===== config.mk =====
export PLATFORM = sky130hd
export DESIGN_NAME = aphs_mod
export DESIGN_NICKNAME = d
export VERILOG_FILES = /design/src/design/aphs_pkg.sv /design/src/design/aphs_mod.sv
export SDC_FILE = /design/constraint.sdc
export NUM_CORES = 1
export LEC_CHECK = 0
export ABC_CLOCK_PERIOD_IN_PS = 7000
export BUFFER_PORTS_ARGS = -buffer_cell sky130_fd_sc_hd__buf_4
export CORE_MARGIN = 1.5
export CORE_UTILIZATION = 46
export DETAILED_ROUTE_END_ITERATION = 16
export PLACE_DENSITY_LB_ADDON = 0.15
export SYNTH_ARGS = -nofsm -noshare
export SYNTH_HDL_FRONTEND = slang
export SYNTH_SLANG_ARGS = --single-unit

===== constraint.sdc =====
create_clock -name clock -period 7 [get_ports clock]
set_clock_uncertainty 0.2 [all_clocks]
set_input_delay 1.05 -clock clock [delete_from_list [all_inputs] [get_ports clock]]
set_output_delay 1.05 -clock clock [all_outputs]
set_load 0.01 [all_outputs]

===== src/design/aphs_pkg.sv =====
// Shared types and constants for the address/port hash set.
// Used by aphs_mod and address_port_hash_set; depends on nothing else.
package aphs_pkg;

   // Default sizing of the bucket table.
   localparam int unsigned MAX_BUCKETS_DEF = 256;
   localparam int unsigned WAYS_DEF        = 4;

   // Field widths of the request and the response.
   localparam int unsigned ADDR_W   = 32;
   localparam int unsigned PORT_W   = 16;
   localparam int unsigned KIND_W   = 2;
   localparam int unsigned STATUS_W = 2;
   localparam int unsigned COUNT_W  = 9;

   // One stored pair: valid bit, address and port.
   localparam int unsigned ENTRY_W = 1 + ADDR_W + PORT_W;

   // Bucket count register reset value.
   localparam logic [COUNT_W-1:0] BUCKET_COUNT_RESET = 9'd256;

   // The modulo unit retires one dividend bit per cycle.
   localparam int unsigned DIV_STEPS   = ADDR_W;
   localparam int unsigned DIV_COUNT_W = $clog2(DIV_STEPS);

   // Request kinds.
   localparam logic [KIND_W-1:0] KIND_SEARCH = 2'd0;
   localparam logic [KIND_W-1:0] KIND_INSERT = 2'd1;
   localparam logic [KIND_W-1:0] KIND_DELETE = 2'd2;

   // Response status codes.
   localparam logic [STATUS_W-1:0] STATUS_MISS = 2'd0;
   localparam logic [STATUS_W-1:0] STATUS_HIT  = 2'd1;
   localparam logic [STATUS_W-1:0] STATUS_FULL = 2'd2;

   // Controller states.
   typedef enum logic [2:0] {
      ST_CLEAR,
      ST_IDLE,
      ST_DIVIDE,
      ST_READ,
      ST_UPDATE,
      ST_REPLY
   } state_type;

   // Command to the modulo unit.
   typedef struct packed {
      logic               start;
      logic [ADDR_W-1:0]  dividend;
      logic [COUNT_W-1:0] divisor;
   } div_cmd_type;

   // Result from the modulo unit.
   typedef struct packed {
      logic               done;
      logic [COUNT_W-1:0] remainder;
   } div_rsp_type;

endpackage


===== src/design/aphs_mod.sv =====
// Iterative 32-bit by 9-bit modulo unit, one restoring step per cycle.
// Depends on aphs_pkg for widths and the command/result structs.
module aphs_mod (
   input  logic                 clock,
   input  logic                 reset,
   input  aphs_pkg::div_cmd_type cmd,
   output aphs_pkg::div_rsp_type rsp
);
   import aphs_pkg::*;

   logic                   busy_ff, busy_in;
   logic                   done_ff, done_in;
   logic [DIV_COUNT_W-1:0] count_ff, count_in;
   logic [ADDR_W-1:0]      quot_ff, quot_in;
   logic [COUNT_W-1:0]     rem_ff, rem_in;
   logic [COUNT_W-1:0]     div_ff, div_in;
   logic [COUNT_W:0]       trial;

   // One restoring step: shift in the next dividend bit and subtract if it fits.
   always_comb begin
      trial    = {rem_ff, quot_ff[ADDR_W-1]};
      busy_in  = busy_ff;
      done_in  = 1'b0;
      count_in = count_ff;
      quot_in  = quot_ff;
      rem_in   = rem_ff;
      div_in   = div_ff;
      if (cmd.start) begin
         busy_in  = 1'b1;
         count_in = '0;
         quot_in  = cmd.dividend;
         rem_in   = '0;
         div_in   = cmd.divisor;
      end else if (busy_ff) begin
         quot_in  = {quot_ff[ADDR_W-2:0], 1'b0};
         if (trial >= {1'b0, div_ff}) begin
            rem_in = COUNT_W'(trial - {1'b0, div_ff});
         end else begin
            rem_in = COUNT_W'(trial);
         end
         count_in = count_ff + 1'b1;
         if (count_ff == DIV_COUNT_W'(DIV_STEPS - 1)) begin
            busy_in = 1'b0;
            done_in = 1'b1;
         end
      end
   end

   // Control registers.
   always_ff @(posedge clock) begin
      if (reset) begin
         busy_ff <= 1'b0;
         done_ff <= 1'b0;
      end else begin
         busy_ff <= busy_in;
         done_ff <= done_in;
      end
   end

   // Datapath registers.
   always_ff @(posedge clock) begin
      count_ff <= count_in;
      quot_ff  <= quot_in;
      rem_ff   <= rem_in;
      div_ff   <= div_in;
   end

   assign rsp.done      = done_ff;
   assign rsp.remainder = rem_ff;

endmodule

==> flow_summary.json <==
{
  "first_iter_violations": 56,
  "routedWlPerCell_um": 13.60,
  "dpl_worst_slack_ns": 4.073,
  "die-area_um2": 6525,
  "overflow": 0,
  "finalNetCount": 327,
  "syn_inst": 217,
  "port_buffers": 53,
  "hold_viol_final": 0,
  "tns_ns": 0,
  "worst_slack_ns": 4.202,
  "hpwl_mm": 3.130,
  "fmax_mhz": 357.4,
  "via_per_inst": 5.151,
  "grtUsageTotal": 0.1651,
  "final_layout_size_suffix_gt1_frac": 0.3927,
  "avgSynthCellArea_um2": 12.82,
  "antenna_found_initial": 0,
  "drt-pass1-iter-count": 4,
  "core_um2": 5886,
  "power_per_cell_area_nw_per_um2": 240.6,
  "final_antenna_net_count": 0,
  "cts.htree.levels": 3,
  "tightest_slew_ns": 0.7011,
  "synth_top_area_share": 0.4424,
  "fill_cells": 503,
  "finalMaxSlewViolations": 0,
  "synth_edf_count": 41,
  "setup_viol": 0,
  "path_clk_slew_ns": 0.07,
  "synthTopCellsByArea": "edfxtp_1 (44%), mux2_2 (13%), dfxtp_1 (12%)",
  "grt_max_degree": 59,
  "fin_crit_sh": 0.3997,
  "yosysMostFrequentCell": "edfxtp_1",
  "area_growth_pct": 21.76,
  "vias": 1803,
  "yosysWarningCount": 0,
  "async_flop_share": 0,
  "netlist_area_um2": 2783,
  "ys_seq_area_frac": 0.5576,
  "worstPathMaxFanout": 13,
  "crit_path_start_kind": "flip-flop",
  "rsz0062_at_grt": "false",
  "antenna_cells": 0,
  "synthTopCellsByCount": "edfxtp_1 (41), mux2_2 (31), nor2_1 (18), dfxtp_1 (16), inv_1 (13)",
  "rows": 28,
  "p_leak_nw": 1.382,
  "ir_drop_uv": 126.3,
  "cts_tree": "yes",
  "initial_core_util": 0.4728,
  "synth_largest_area_cell": "edfxtp_1",
  "ys_ff_latch": 57,
  "die_x_um": 80.78,
  "cp.arrival_ns": 2.83,
  "cp-end-kind": "flip-flop",
  "synthesis.nets": 273,
  "routed_wl_mm": 4.760,
  "grt_pass1_vias": 1700,
  "clk_latency_ns": 0.33,
  "yosysUniqueCellTypes": 45,
  "synth_flop_cell": "edfxtp_1",
  "clockBufferDepth": 2,
  "final_core_util": 0.5757,
  "numCtsBuffers": 9,
  "drc": 0,
  "critPathKind": "flip-flop to flip-flop",
  "cap_violations": 0,
  "cts_setup_buffers": 0,
  "routabilityCongestion": 0.7544,
  "cts_root_buf": "clkbuf_8",
  "postCtsHoldBufs": 0,
  "status": "finished clean",
  "fin_crit_ns": 2.798,
  "worst_ep_required_time_ns": 7.03,
  "pin_count": 54,
  "cts_resized": 0,
  "slew-limit-headroom": 0.5326,
  "die_h_um": 80.78,
  "worstHoldPathType": "flip-flop to flip-flop",
  "grt_pass1_wl_mm": 7.948,
  "clock_sinks": 57
}
power breakdown:
group / total (W) / switching, W / leakage [nW] / internal, W
Clock: 0.000254 / 0.000130 / 0.0762 / 0.000123
Combinational: 0.000150 / 0.0000715 / 0.764 / 0.0000787
Sequential: 0.000411 / 0.0000132 / 0.542 / 0.000398
through the flow:
stage               area, µm²  std cells  hold slack (ns)  power [W]
global route             3388        350           0.3402  0.0008621
detailed placement       3228        335           0.2969  0.0005699
finish                   3388        350           0.3080  0.0008151
global placement         3228        335           0.2871  0.0005683
floorplan                2783        217           0.2673  0.0005230
CTS                      3388        350           0.3169  0.0008284
layout make-up:
class,instances,area (µm²),share of cell area
well taps,75,93.84,0.02770
repair buffers,54,405.4,0.1196
inverters,13,48.80,0.01440
multi-input cells,136,1129,0.3331
clock inverters,6,36.28,0.01071
flip-flops and latches,57,1551,0.4579
clock buffers,9,123.9,0.03656
cell usage in the layout, fill, tap and decap left out, types with 7 or more instances in the layout:
master    instances
a21oi_1           7
ha_1             11
mux2_2           31
buf_4            54
dfxtp_1          16
nor2_1           18
inv_1            13
clkbuf_8          9
nand2_1           7
edfxtp_1         41
a211oi_1          7
mux2i_1           8
routing by layer:
layer | vias to the layer above | global-route usage | routed length (µm)
met1 | 836 | 0.2035 | 2175
met2 | 47 | 0.2555 | 2238
li1 | 912 | - | -
met4 | 0 | 0.08276 | 90
met3 | 8 | 0.06067 | 255
met5 | - | 0 | 0
cell families (layout without fill, tap and decap cells):
family	Yosys count	count (layout)	synth area share
buffers and inverters	24	82	0.03687
DFF	57	57	0.5576
muxes	39	39	0.1542
xor gates and xnor gates	7	7	0.02203
adders and majority gates	12	12	0.05665
AOI/OAI and AO/OA	30	30	0.07869
and+or+nand+nor	48	48	0.09398
sequential cells by signal, indices dropped and copies added (netlist names):
signal	count
busy_ff	1
count_ff	5
div_ff	9
done_ff	1
quot_ff	32
rem_ff	9
worst max-delay path: stages, from the launching register on:
cell      delay [ns]
edfxtp_1        0.40
inv_1           0.07
ha_1            0.16
inv_1           0.05
fa_1            0.40
a211oi_1        0.40
o21a_1          0.25
o211a_2         0.39
nand2_1         0.09
a311oi_1        0.28
path summary, 6_finish.rpt:
path | slack, ns | end | startpoint | cells after the start
max reg2reg | 4.20 | rem_ff[7] | quot_ff[31] | 9
max | 4.20 | rem_ff[7] | quot_ff[31] | 9
min | 0.31 | count_ff[4] | count_ff[4] | 2
min reg2reg | 0.31 | count_ff[4] | count_ff[4] | 2
No activity file was read; power rests on OpenSTA's default activity.
